File: src/chbd_pkg.sv
// ----------------------------------------------------------------------------
// chbd_pkg
// Shared types and constants for the chunked body decoder: the byte beat,
// the result beat and the default widths of the internal counters.
// ----------------------------------------------------------------------------
`default_nettype none

package chbd_pkg;

  // default storage widths
  localparam int unsigned SIZE_BITS_DEF   = 32;
  localparam int unsigned LENGTH_BITS_DEF = 48;
  localparam int unsigned COUNT_BITS_DEF  = 32;

  // fixed result field widths
  localparam int unsigned CHUNK_COUNT_W = 32;
  localparam int unsigned BODY_LENGTH_W = 48;

  // character codes
  localparam logic [7:0] ChCr  = 8'h0D;
  localparam logic [7:0] ChLf  = 8'h0A;
  localparam logic [7:0] ChSp  = 8'h20;
  localparam logic [7:0] ChTab = 8'h09;

  // one input beat
  typedef struct packed {
    logic [7:0] in_byte;
    logic       restart;
  } in_beat_t;

  // one result beat
  typedef struct packed {
    logic                     payload_valid;
    logic [7:0]               payload_byte;
    logic                     chunk_last;
    logic                     body_done;
    logic                     message_done;
    logic                     after_end;
    logic                     size_error;
    logic [CHUNK_COUNT_W-1:0] chunk_count;
    logic [BODY_LENGTH_W-1:0] body_length;
  } result_t;

endpackage

`default_nettype wire

File: src/chbd_in_stage.sv
// ----------------------------------------------------------------------------
// chbd_in_stage
// Input register: holds one byte beat until the parser takes it.
// ----------------------------------------------------------------------------
`default_nettype none

module chbd_in_stage (
  input  wire logic               clk_i,
  input  wire logic               rst_ni,
  input  wire logic               in_valid_i,
  output logic                    in_ready_o,
  input  wire chbd_pkg::in_beat_t beat_i,
  output logic                    vld_o,
  input  wire logic               take_i,
  output chbd_pkg::in_beat_t      beat_o
);

  logic               vld_q;
  chbd_pkg::in_beat_t beat_q;

  // stage is free when empty or being drained this cycle
  assign in_ready_o = !vld_q || take_i;

  // valid flag
  always_ff @(posedge clk_i or negedge rst_ni) begin
    if (!rst_ni) begin
      vld_q <= 1'b0;
    end else if (in_ready_o) begin
      vld_q <= in_valid_i;
    end
  end

  // beat payload
  always_ff @(posedge clk_i) begin
    if (in_valid_i && in_ready_o) begin
      beat_q <= beat_i;
    end
  end

  assign vld_o  = vld_q;
  assign beat_o = beat_q;

endmodule

`default_nettype wire

File: src/chbd_parser.sv
// ----------------------------------------------------------------------------
// chbd_parser
// Chunk framing state and the per-byte decode: size line, data, trailer and
// end of message, plus the chunk and length counters.
// ----------------------------------------------------------------------------
`default_nettype none

module chbd_parser #(
  parameter int unsigned SIZE_BITS   = chbd_pkg::SIZE_BITS_DEF,
  parameter int unsigned LENGTH_BITS = chbd_pkg::LENGTH_BITS_DEF,
  parameter int unsigned COUNT_BITS  = chbd_pkg::COUNT_BITS_DEF
) (
  input  wire logic               clk_i,
  input  wire logic               rst_ni,
  input  wire logic               step_i,
  input  wire chbd_pkg::in_beat_t beat_i,
  output chbd_pkg::result_t       result_o
);

  localparam int unsigned CntKeep =
    (COUNT_BITS < chbd_pkg::CHUNK_COUNT_W) ? COUNT_BITS : chbd_pkg::CHUNK_COUNT_W;
  localparam int unsigned LenKeep =
    (LENGTH_BITS < chbd_pkg::BODY_LENGTH_W) ? LENGTH_BITS : chbd_pkg::BODY_LENGTH_W;

  typedef enum logic [3:0] {
    PH_LEAD   = 4'd0,
    PH_DIGITS = 4'd1,
    PH_REST   = 4'd2,
    PH_DATA   = 4'd3,
    PH_SKIP1  = 4'd4,
    PH_SKIP2  = 4'd5,
    PH_TR0    = 4'd6,
    PH_TR1    = 4'd7,
    PH_TRAIL  = 4'd8,
    PH_DONE   = 4'd9
  } phase_e;

  // hex digit decode: {valid, value}
  function automatic logic [4:0] hex_dec(input logic [7:0] b);
    logic [4:0] r;
    r = 5'd0;
    if (b >= 8'h30 && b <= 8'h39) begin
      r = {1'b1, 4'(b - 8'h30)};
    end else if (b >= 8'h61 && b <= 8'h66) begin
      r = {1'b1, 4'(b - 8'h57)};
    end else if (b >= 8'h41 && b <= 8'h46) begin
      r = {1'b1, 4'(b - 8'h37)};
    end
    return r;
  endfunction

  phase_e                 phase_q, phase_d, ph;
  logic [SIZE_BITS-1:0]   acc_q, acc_d, acc;
  logic                   dig_q, dig_d, dig;
  logic                   cr_q, cr_d, cr;
  logic [SIZE_BITS-1:0]   left_q, left_d, left, left_dec;
  logic [2:0]             tm_q, tm_d, tm, tm_step;
  logic [COUNT_BITS-1:0]  cnt_q, cnt_d, cnt;
  logic [LENGTH_BITS-1:0] tot_q, tot_d, tot;
  logic                   ovf_q, ovf_d, ovf;

  logic [7:0] b;
  logic [4:0] hex;
  logic       is_hex;
  logic [3:0] hval;
  logic       line_end, cr_tail;
  logic [7:0] tr_expect;
  logic [1:0] tr_pos;
  logic       pv, last, bdone, mdone, after;

  assign b      = beat_i.in_byte;
  assign hex    = hex_dec(b);
  assign is_hex = hex[4];
  assign hval   = hex[3:0];

  // state as seen by this byte: restart and unknown phase codes
  always_comb begin
    ph   = phase_q;
    acc  = acc_q;
    dig  = dig_q;
    cr   = cr_q;
    left = left_q;
    tm   = tm_q;
    cnt  = cnt_q;
    tot  = tot_q;
    ovf  = ovf_q;
    if (beat_i.restart) begin
      ph   = PH_LEAD;
      acc  = '0;
      dig  = 1'b0;
      cr   = 1'b0;
      left = '0;
      tm   = '0;
      cnt  = '0;
      tot  = '0;
      ovf  = 1'b0;
    end else if (phase_q > PH_DONE) begin
      ph  = PH_LEAD;
      acc = '0;
      dig = 1'b0;
      cr  = 1'b0;
    end
  end

  // line tail CR LF detection
  assign line_end = (b == chbd_pkg::ChLf) && cr;
  assign cr_tail  = !line_end && (b == chbd_pkg::ChCr);

  // CR LF CR LF matcher step
  assign tr_pos    = tm[1:0];
  assign tr_expect = tr_pos[0] ? chbd_pkg::ChLf : chbd_pkg::ChCr;
  assign tm_step   = (b == tr_expect) ? ({1'b0, tr_pos} + 3'd1)
                                      : ((b == chbd_pkg::ChCr) ? 3'd1 : 3'd0);

  assign left_dec = (left == '0) ? '0 : left - 1'b1;

  // per-byte decode
  always_comb begin
    phase_d = ph;
    acc_d   = acc;
    dig_d   = dig;
    cr_d    = cr;
    left_d  = left;
    tm_d    = tm;
    cnt_d   = cnt;
    tot_d   = tot;
    ovf_d   = ovf;
    pv      = 1'b0;
    last    = 1'b0;
    bdone   = 1'b0;
    mdone   = 1'b0;
    after   = 1'b0;
    case (ph)
      PH_LEAD, PH_DIGITS, PH_REST: begin
        if (ph != PH_REST && is_hex) begin
          // accumulate a digit, saturate on overflow
          if (|acc[SIZE_BITS-1 -: 4]) begin
            acc_d = '1;
            ovf_d = 1'b1;
          end else begin
            acc_d = {acc[SIZE_BITS-5:0], hval};
          end
          dig_d   = 1'b1;
          phase_d = PH_DIGITS;
        end else if (ph == PH_LEAD && (b == chbd_pkg::ChSp || b == chbd_pkg::ChTab)) begin
          phase_d = PH_LEAD;
        end else begin
          phase_d = PH_REST;
          cr_d    = cr_tail;
          if (line_end) begin
            // size line complete
            if (cnt != '1) begin
              cnt_d = cnt + 1'b1;
            end
            if (dig && acc != '0) begin
              left_d  = acc;
              phase_d = PH_DATA;
            end else begin
              phase_d = PH_TR0;
              tm_d    = '0;
              bdone   = 1'b1;
            end
            acc_d = '0;
            dig_d = 1'b0;
          end
        end
      end
      PH_DATA: begin
        pv = 1'b1;
        if (tot != '1) begin
          tot_d = tot + 1'b1;
        end
        left_d = left_dec;
        if (left_dec == '0) begin
          last    = 1'b1;
          phase_d = PH_SKIP1;
        end
      end
      PH_SKIP1: begin
        phase_d = PH_SKIP2;
      end
      PH_SKIP2: begin
        phase_d = PH_LEAD;
        cr_d    = 1'b0;
      end
      PH_TR0: begin
        bdone   = 1'b1;
        tm_d    = (b == chbd_pkg::ChCr) ? 3'd1 : 3'd0;
        phase_d = (b == chbd_pkg::ChCr) ? PH_TR1 : PH_TRAIL;
      end
      PH_TR1: begin
        bdone = 1'b1;
        if (b == chbd_pkg::ChLf) begin
          mdone   = 1'b1;
          tm_d    = '0;
          phase_d = PH_DONE;
        end else begin
          tm_d    = tm_step;
          phase_d = PH_TRAIL;
        end
      end
      PH_TRAIL: begin
        bdone = 1'b1;
        tm_d  = tm_step;
        if (tm_step == 3'd4) begin
          mdone   = 1'b1;
          tm_d    = '0;
          phase_d = PH_DONE;
        end
      end
      PH_DONE: begin
        bdone = 1'b1;
        after = 1'b1;
      end
      default: begin
        phase_d = PH_LEAD;
      end
    endcase
  end

  // parser state
  always_ff @(posedge clk_i or negedge rst_ni) begin
    if (!rst_ni) begin
      phase_q <= PH_LEAD;
      acc_q   <= '0;
      dig_q   <= 1'b0;
      cr_q    <= 1'b0;
      left_q  <= '0;
      tm_q    <= '0;
      cnt_q   <= '0;
      tot_q   <= '0;
      ovf_q   <= 1'b0;
    end else if (step_i) begin
      phase_q <= phase_d;
      acc_q   <= acc_d;
      dig_q   <= dig_d;
      cr_q    <= cr_d;
      left_q  <= left_d;
      tm_q    <= tm_d;
      cnt_q   <= cnt_d;
      tot_q   <= tot_d;
      ovf_q   <= ovf_d;
    end
  end

  // result fields
  always_comb begin
    result_o               = '0;
    result_o.payload_valid = pv;
    result_o.payload_byte  = pv ? b : 8'h00;
    result_o.chunk_last    = last;
    result_o.body_done     = bdone;
    result_o.message_done  = mdone;
    result_o.after_end     = after;
    result_o.size_error    = ovf_d;
    result_o.chunk_count[CntKeep-1:0] = cnt_d[CntKeep-1:0];
    result_o.body_length[LenKeep-1:0] = tot_d[LenKeep-1:0];
  end

endmodule

`default_nettype wire

File: src/chbd_out_stage.sv
// ----------------------------------------------------------------------------
// chbd_out_stage
// Result register: holds one result beat until the consumer takes it.
// ----------------------------------------------------------------------------
`default_nettype none

module chbd_out_stage (
  input  wire logic              clk_i,
  input  wire logic              rst_ni,
  input  wire logic              load_i,
  input  wire chbd_pkg::result_t result_i,
  output logic                   free_o,
  output logic                   out_valid_o,
  input  wire logic              out_ready_i,
  output chbd_pkg::result_t      result_o
);

  logic              vld_q;
  chbd_pkg::result_t res_q;

  // free when empty or the held beat leaves this cycle
  assign free_o = !vld_q || out_ready_i;

  // valid flag
  always_ff @(posedge clk_i or negedge rst_ni) begin
    if (!rst_ni) begin
      vld_q <= 1'b0;
    end else if (free_o) begin
      vld_q <= load_i;
    end
  end

  // result payload
  always_ff @(posedge clk_i) begin
    if (load_i && free_o) begin
      res_q <= result_i;
    end
  end

  assign out_valid_o = vld_q;
  assign result_o    = res_q;

endmodule

`default_nettype wire

File: src/http_chunked_body_decoder.sv
// Path: input register, combinational decode, then result register.
// Throughput: one byte per cycle unless out_ready_i stalls, set by the
//   combinational decode between the two registers; the input register
//   holds one more byte while a result waits.
// Reset: rst_ni clears all parser state and both stages, no clearing pass.
// ----------------------------------------------------------------------------
// http_chunked_body_decoder
// Chunked transfer body decoder, one byte per beat, one result per byte.
// ----------------------------------------------------------------------------
`default_nettype none

module http_chunked_body_decoder #(
  parameter int unsigned SIZE_BITS   = chbd_pkg::SIZE_BITS_DEF,
  parameter int unsigned LENGTH_BITS = chbd_pkg::LENGTH_BITS_DEF,
  parameter int unsigned COUNT_BITS  = chbd_pkg::COUNT_BITS_DEF
) (
  input  wire logic        clk_i,
  input  wire logic        rst_ni,
  input  wire logic        in_valid_i,
  output logic             in_ready_o,
  input  wire logic [7:0]  in_byte_i,
  input  wire logic        restart_i,
  output logic             out_valid_o,
  input  wire logic        out_ready_i,
  output logic             payload_valid_o,
  output logic [7:0]       payload_byte_o,
  output logic             chunk_last_o,
  output logic             body_done_o,
  output logic             message_done_o,
  output logic             after_end_o,
  output logic             size_error_o,
  output logic [31:0]      chunk_count_o,
  output logic [47:0]      body_length_o
);

  chbd_pkg::in_beat_t in_beat, held_beat;
  chbd_pkg::result_t  dec_res, out_res;
  logic               held_vld, out_free, step;

  assign in_beat.in_byte = in_byte_i;
  assign in_beat.restart = restart_i;

  // a held byte is decoded when the result register can take it
  assign step = held_vld && out_free;

  // input register
  chbd_in_stage u_in (
    .clk_i      (clk_i),
    .rst_ni     (rst_ni),
    .in_valid_i (in_valid_i),
    .in_ready_o (in_ready_o),
    .beat_i     (in_beat),
    .vld_o      (held_vld),
    .take_i     (out_free),
    .beat_o     (held_beat)
  );

  // framing state and decode
  chbd_parser #(
    .SIZE_BITS   (SIZE_BITS),
    .LENGTH_BITS (LENGTH_BITS),
    .COUNT_BITS  (COUNT_BITS)
  ) u_parser (
    .clk_i    (clk_i),
    .rst_ni   (rst_ni),
    .step_i   (step),
    .beat_i   (held_beat),
    .result_o (dec_res)
  );

  // result register
  chbd_out_stage u_out (
    .clk_i       (clk_i),
    .rst_ni      (rst_ni),
    .load_i      (held_vld),
    .result_i    (dec_res),
    .free_o      (out_free),
    .out_valid_o (out_valid_o),
    .out_ready_i (out_ready_i),
    .result_o    (out_res)
  );

  assign payload_valid_o = out_res.payload_valid;
  assign payload_byte_o  = out_res.payload_byte;
  assign chunk_last_o    = out_res.chunk_last;
  assign body_done_o     = out_res.body_done;
  assign message_done_o  = out_res.message_done;
  assign after_end_o     = out_res.after_end;
  assign size_error_o    = out_res.size_error;
  assign chunk_count_o   = out_res.chunk_count;
  assign body_length_o   = out_res.body_length;

endmodule

`default_nettype wire

File: config.mk
export PLATFORM = sky130hd
export DESIGN_NAME = http_chunked_body_decoder
export DESIGN_NICKNAME = d
export VERILOG_FILES = /design/src/chbd_pkg.sv /design/src/chbd_in_stage.sv /design/src/chbd_parser.sv /design/src/chbd_out_stage.sv /design/src/http_chunked_body_decoder.sv
export SDC_FILE = /design/constraint.sdc
export NUM_CORES = 1
export LEC_CHECK = 0
export ABC_CLOCK_PERIOD_IN_PS = 4100
export BUFFER_PORTS_ARGS = -buffer_cell sky130_fd_sc_hd__buf_4
export CAP_MARGIN = 5
export CORE_MARGIN = 5
export CORE_UTILIZATION = 56
export CTS_CLUSTER_DIAMETER = 150
export DETAILED_ROUTE_END_ITERATION = 8
export PLACE_DENSITY = 0.79
export REMOVE_ABC_BUFFERS = 1
export SLEW_MARGIN = 20
export SYNTH_ARGS = -nofsm -noshare
export SYNTH_HDL_FRONTEND = slang
export SYNTH_SLANG_ARGS = --single-unit
File: constraint.sdc
create_clock -name clk_i -period 4.1 [get_ports clk_i]
set_input_delay 0 -clock clk_i [delete_from_list [all_inputs] [get_ports clk_i]]
set_output_delay 0 -clock clk_i [all_outputs]
set_load 0.05 [all_outputs]
==> results.sh, run 1 <==
export IMPL_ys_ff_latch=258
export IMPL_wire_per_inst_um=20.1
export IMPL_yosys_warnings=0
export IMPL_drt_iter0_drc=1523
export IMPL_fp_dieH_um=176
export IMPL_n_antenna_cell=0
export IMPL_dp_cells=2074
export IMPL_grt_pass1_vias=12700
export IMPL_power_total_mw=7.02
export IMPL_worstSkewPairLatency_ns=0.54
export IMPL_cts_sinks=258
export IMPL_fin_setup_tns_ns=0
export IMPL_utilization=0.647
export IMPL_die_area_sq_um=30900
export IMPL_layout_cells_non_filler=2136
export IMPL_via_per_inst=6.45
export IMPL_maxCapViolCount=0
export IMPL_async_reset_ff_frac=0.601
export IMPL_clockBufferDepth=3
export IMPL_cts_tree="done"
export IMPL_hold_slack_ns=0.113
export IMPL_htreeDepth=1
export IMPL_fmax_mhz=296
export IMPL_synthTopCellsByCount="nor2_1 (220), nand2_1 (193), dfrtp_1 (155)"
export IMPL_grt_ovfl_total=0
export IMPL_wl_um=43000
export IMPL_cts_buffers=27
export IMPL_ys_types=85
export IMPL_die_width_um=176
export IMPL_synth_ff_type="dfrtp_1"
export IMPL_worstMarginPinSlew_ns=0.966
export IMPL_syn_area_per_cell_sq_um=9.02
export IMPL_status="finished, final reports clean"
export IMPL_cp_cell_sequence="buf_4 > buf_4 > nor2b_1 > and3_1 > nand2b_1 > o211ai_2 > nor4_2 > nand3_1 > mux2_2"
export IMPL_core_area_sq_um=27000
export IMPL_synthTopCellsByArea="dfrtp_1 (25%), edfxtp_1 (20%), nor2_1 (5.4%)"
export IMPL_netlist_area_sq_um=15400
export IMPL_firstDrtPassIters=6
export IMPL_rsz0062_at_grt="no"
export IMPL_grt_pass1_wl_um=68800
export IMPL_area_growth_pct=13.7
export IMPL_setup_violations=0
export IMPL_port_buffers=108
export IMPL_critical_path_endpoint_type="flop"
export IMPL_layout_nets=1796
export IMPL_gr_usage_all_layers=0.270
export IMPL_synth_largest_area_cell="dfrtp_1"
export IMPL_cp_slowest_cell="edfxtp_1"
export IMPL_crit_fanout=43
export IMPL_rrSetupSlack_ns=0.72
export IMPL_ir_worst_vdd_v=0.000322
export IMPL_yosysSeqAreaShare=0.453
export IMPL_route_detailed_drc=0
export IMPL_cpMostUsedCell="buf_4"
export IMPL_rows=60
export IMPL_num_io_pins=109
export IMPL_fin_crit_ns=3.38
export IMPL_worstPathArrival_ns=3.66
export IMPL_initial_utilization=0.570
export IMPL_post_cts_buffers=0
export IMPL_fin_crit_sh=0.823
export IMPL_max_stage_delay_ns=0.54
export IMPL_synthCells=1706
export IMPL_slew_headroom=0.350
export IMPL_leakage_nw=7.01
export IMPL_antenna_found_initial=1
export IMPL_ant_nets=0
export IMPL_routed_via_count=13800
export IMPL_synth_most_common_cell="nor2_1"
export IMPL_start_kind="flop"
export IMPL_worstSetupPathType="reg2reg"
export IMPL_cellPowerDensity_nw_per_um2=401
export IMPL_path_clk_slew_ns=0.06
export IMPL_synth_top_area_frac=0.252
export IMPL_hold_class="in2async"
export IMPL_reg2reg_to="u_out.result_o[77]$_DFFE_PP_"
export IMPL_gp_congestion=1.00
export IMPL_hold_violations=0
export IMPL_clockRootBuffer="clkbuf_16"
export IMPL_r2r_cells=9
export IMPL_slew_violations=0
export IMPL_drive_gt1_frac=0.130
export IMPL_post_dp_hpwl_um=29000
export IMPL_synth_edf_count=103
export IMPL_fin_worst_skew_ns=0.0128
export IMPL_reg2reg_from="u_in.beat_o[0]$_DFFE_PP_"
export IMPL_crit_required_ns=4.38
export IMPL_grt_max_degree=148
-- registers in the layout, indices dropped and copies added (netlist names), 2 cells and up --
signal            count
u_in.beat_o           9
u_parser.cnt_q       32
u_parser.acc_q       32
u_parser.phase_q      4
u_parser.tot_q       48
u_out.result_o       94
u_parser.left_q      32
u_parser.tm_q         2
-- what timing repair did --
item / in CTS / in global routing
hold buffers: 13 / 0
resized for setup: 0 / 0
endpoints found under the hold margin: 105 / 0
-- cells in the final DEF, fill, tap and decap left out, types with 12 or more instances in the layout --
cell type	count
dlygate4sd3_1	13
o21ai_0	115
buf_4	138
nor2b_1	46
nand2_1	192
nor3b_1	14
a31oi_1	17
and3_1	40
or4_1	19
dfrtp_1	155
inv_1	19
mux2_2	13
nor4_1	54
or3_1	12
mux2i_1	53
clkbuf_16	28
a221o_1	17
xor2_1	28
nand4_1	37
nor3_1	35
nor2_1	219
and2_1	15
nand3_1	53
a21o_1	13
xnor2_1	55
and4_1	15
a21oi_1	72
edfxtp_1	103
-- per-stage QoR --
stage               worst slack [ns]  area, sq um
floorplan                      -4.08        14900
global placement               0.824        16500
detailed placement             0.770        16500
CTS                            0.718        17500
global route                   0.410        17500
finish                         0.724        17500
-- critical path: cells and delay by family (launching register included) --
family                 cells  cell delay, ns
AND/OR/NAND/NOR            5            1.24
buffers and inverters      2            0.80
flip-flops                 1            0.54
multiplexers               1            0.30
AO/OA/AOI/OAI              1            0.22
-- layer usage --
metal,GRT usage,routed length [um],part of all wire,vias to the layer above
met1,0.381,18100,0.42,6622
met4,0.0903,1510,0.035,2
met3,0.0331,3270,0.076,125
met5,0,13,0.00030,-
met2,0.436,20100,0.47,631
li1,-,-,-,6387
-- report_power, final --
| group | internal [mW] | switching (mW) | leakage [nW] |
|---|---|---|---|
| sequential | 2.89 | 0.254 | 3.12 |
| clock | 1.38 | 1.04 | 0.433 |
| combinational | 0.468 | 0.982 | 3.45 |
| total | 4.74 | 2.28 | 7.01 |
-- kinds of logic (layout without fill, tap and decap cells) --
family                     count (synthesis)  after routing  share of synthesized area
adders and majority gates                  8              8                    0.00650
DFF                                      258            258                      0.453
AOI/OAI and AO/OA                        345            345                      0.145
and+or+nand+nor                          810            810                      0.270
buffers and inverters                    136            225                     0.0352
xor gates and xnor gates                  83             83                     0.0472
muxes                                     66             66                     0.0440
-- layout make-up --
cell class	count	area, sq um
Clock buffer	33	759
Clock inverter	16	120
Fill cell	2217	9530
Inverter	21	83.8
Multi-Input combinational cell	1312	7900
Sequential cell	258	6970
Tap cell	341	427
Timing Repair Buffer	155	1240
-- how the worst max path moves through the flow --
stage	cells after the start	start	endpoint
after global placement	9	u_in.beat_o[0]$_DFFE_PP_	u_out.result_o[84]$_SDFFCE_PN0P_
after global routing	9	u_in.beat_o[0]$_DFFE_PP_	u_out.result_o[77]$_DFFE_PP_
after detailed placement	9	u_in.beat_o[0]$_DFFE_PP_	u_out.result_o[77]$_DFFE_PP_
final	9	u_in.beat_o[0]$_DFFE_PP_	u_out.result_o[77]$_DFFE_PP_
after floorplan	9	u_in.beat_o[0]$_DFFE_PP_	u_parser.phase_q[0]$_DFFE_PN0P_
after CTS	9	u_in.beat_o[0]$_DFFE_PP_	u_out.result_o[77]$_DFFE_PP_
No activity file was read; power rests on OpenSTA's default activity.
==> run 2, diff against run 1 <==
--- a/config.mk
+++ b/config.mk
@@ -5,7 +5,7 @@
 export SDC_FILE = /design/constraint.sdc
 export NUM_CORES = 1
 export LEC_CHECK = 0
-export ABC_CLOCK_PERIOD_IN_PS = 4100
+export ABC_CLOCK_PERIOD_IN_PS = 2950
 export BUFFER_PORTS_ARGS = -buffer_cell sky130_fd_sc_hd__buf_4
 export CAP_MARGIN = 5
 export CORE_MARGIN = 5
==> constraint.sdc (replaced) <==
create_clock -name clk_i -period 2.95 [get_ports clk_i]
set_input_delay 0 -clock clk_i [delete_from_list [all_inputs] [get_ports clk_i]]
set_output_delay 0 -clock clk_i [all_outputs]
set_load 0.05 [all_outputs]
==> run 2 against run 1 <==
  * The run now ends with hold timing left
  * Count of clock-buffer cells in the layout is 2 higher
  * Non-clock buffer count is 192 higher
  * First-iteration DRC count is 8.9% higher
  * Wire length is 14% higher
  * Utilization is 7.2 points higher
  * Clock skew is 0.0070 ns higher
  * Sequential share of layout area is 4.0 points lower
  * Critical path depth is 1 higher
  * Die area stayed put
  * Flip-flop and latch count stayed put
  * Register-to-register slack worse by 0.70 ns
  * Worst setup slack worse by 0.70 ns
  * Largest cell class unchanged
==> results.sh, run 2 (same netlist as run 1, synthesis figures left out) <==
export IMPL_status="finished, violations left"
export IMPL_violations="hold timing"
export IMPL_firstDrtPassIters=6
export IMPL_gp_congestion=0.961
export IMPL_worstSkewPairLatency_ns=0.54
export IMPL_reg2reg_to="u_parser.acc_q[29]$_DFFE_PN0P_"
export IMPL_path_clk_slew_ns=0.06
export IMPL_p_switching_mw=3.36
export IMPL_core_area_sq_um=27000
export IMPL_ir_worst_vdd_v=0.000502
export IMPL_utilization=0.719
export IMPL_clkPwrFrac=0.347
export IMPL_antenna_found_initial=2
export IMPL_start_kind="flop"
export IMPL_cp_startpoint="u_in.beat_o[0]$_DFFE_PP_"
export IMPL_n_antenna_cell=0
export IMPL_wire_per_inst_um=21.0
export IMPL_fp_dieH_um=176
export IMPL_rrSetupSlack_ns=0.03
export IMPL_clockBufferDepth=3
export IMPL_fin_crit_ns=2.92
export IMPL_hold_slack_ns=-0.00701
export IMPL_layout_commonest_cell="buf_4"
export IMPL_hold_class="in2async"
export IMPL_r2r_cells=10
export IMPL_postLayoutSetupSlackWorst_ns=0.0275
export IMPL_mostFrequentLayoutCells="buf_4 (320), nor2_1 (218), nand2_1 (189), dfrtp_1 (151), o21ai_0 (115)"
export IMPL_fin_area_sq_um=19400
export IMPL_layout_cells_non_filler=2328
export IMPL_pre_cts_slack_ns=-0.0611
export IMPL_post_dp_hpwl_um=34200
export IMPL_grt_ovfl_total=0
export IMPL_clockRootBuffer="clkbuf_16"
export IMPL_port_buffers=108
export IMPL_dp_cells=2255
export IMPL_drt_iter0_drc=1659
export IMPL_area_growth_pct=26.3
export IMPL_layout_nets=1988
export IMPL_slew_headroom=0.599
export IMPL_num_io_pins=109
export IMPL_dpl_cell_area_sq_um=17900
export IMPL_die_area_sq_um=30900
export IMPL_fmax_mhz=342
export IMPL_seq_power_share=0.403
export IMPL_rsz0062_at_grt="yes"
export IMPL_route_detailed_drc=0
export IMPL_setup_violations=0
export IMPL_grt_pass1_wl_um=76600
export IMPL_rows=60
export IMPL_fin_worst_skew_ns=0.0198
export IMPL_worstSetupPathType="reg2reg"
export IMPL_cts_sinks=258
export IMPL_slew_violations=0
export IMPL_wl_um=48800
export IMPL_p_comb_frac=0.250
export IMPL_die_width_um=176
export IMPL_gr_usage_all_layers=0.305
export IMPL_crit_required_ns=3.40
export IMPL_power_total_mw=10.7
export IMPL_initial_utilization=0.570
export IMPL_fin_setup_tns_ns=0
export IMPL_critPathCapture="u_parser.acc_q[29]$_DFFE_PN0P_"
export IMPL_reg2reg_from="u_in.beat_o[0]$_DFFE_PP_"
export IMPL_cell_internal_pwr_mw=7.29
export IMPL_worstMarginPinSlew_ns=0.602
export IMPL_maxCapViolCount=0
export IMPL_htreeDepth=1
export IMPL_crit_fanout=28
export IMPL_leakage_nw=8.10
export IMPL_grt_pass1_vias=14100
export IMPL_cellPowerDensity_nw_per_um2=548
export IMPL_cts_buffers=27
export IMPL_hold_violations=2
export IMPL_ant_nets=0
export IMPL_largest_register_ffs=94
export IMPL_fin_crit_sh=0.991
export IMPL_grt_max_degree=105
export IMPL_swShare=0.316
export IMPL_routed_via_count=14700
export IMPL_worstPathArrival_ns=3.37
export IMPL_drive_gt1_frac=0.239
export IMPL_critical_path_endpoint_type="flop"
export IMPL_cts_tree="done"
export IMPL_via_per_inst=6.32
[run 2: metal layers]
metal,track usage,vias up,part of all wire,wire length [um]
met3,0.0428,125,0.082,4010
met4,0.0900,6,0.031,1530
met5,0,-,0.0010,49
met1,0.424,7119,0.42,20300
met2,0.500,714,0.47,22900
li1,-,6759,-,-
[run 2: worst max-delay path, stage by stage (launching register included)]
cell and delay (ns):
edfxtp_1 0.38, buf_6 0.16, buf_4 0.14, clkbuf_16 0.17, buf_4 0.24, a21oi_1 0.51, buf_4 0.33, nor2_1 0.15
o31ai_2 0.54, nand2_1 0.12, o21ai_0 0.09
[run 2: timing repair]
item                                   4_1_cts  5_1_grt
hold buffers                                13        0
setup endpoints to repair                   10      101
gates resized for setup                      3       63
pin swaps                                    0       15
setup buffers                                2        7
endpoints found under the hold margin       91        0
cloned                                       0        3
[run 2: power by group through the flow]
stage | combinational, mW | clock, mW | sequential (mW)
after floorplan | 1.03 | 0 | 4.66
after detailed placement | 2.49 | 0 | 4.34
after CTS | 2.53 | 3.73 | 4.28
final | 2.66 | 3.69 | 4.30
after global placement | 2.48 | 0 | 4.33
after global routing | 2.85 | 3.90 | 4.32
[run 2: layout make-up]
type | instances | area, sq um
fill | 1989 | 7590
multi-input combinational | 1312 | 8190
tap | 341 | 427
clock buffer | 35 | 766
sequential | 258 | 6980
inverter | 21 | 83.8
timing repair buffer | 347 | 2790
clock inverter | 14 | 200
[run 2: how the worst min path moves through the flow]
stage	start	end	slack, ns	depth (start not counted)
6_report	rst_ni	u_parser.tot_q[6]$_DFFE_PN0P_	-0.007	2
4_1_cts	rst_ni	u_parser.tot_q[6]$_DFFE_PN0P_	0.01	2
3_5_place_dp	rst_ni	u_parser.tot_q[6]$_DFFE_PN0P_	0.01	1
2_1_floorplan	rst_ni	u_in.vld_o$_DFFE_PN0N_	-0.30	0
3_3_place_gp	rst_ni	u_parser.tot_q[6]$_DFFE_PN0P_	0.005	1
5_1_grt	rst_ni	u_parser.tot_q[5]$_DFFE_PN0P_	0.04	2
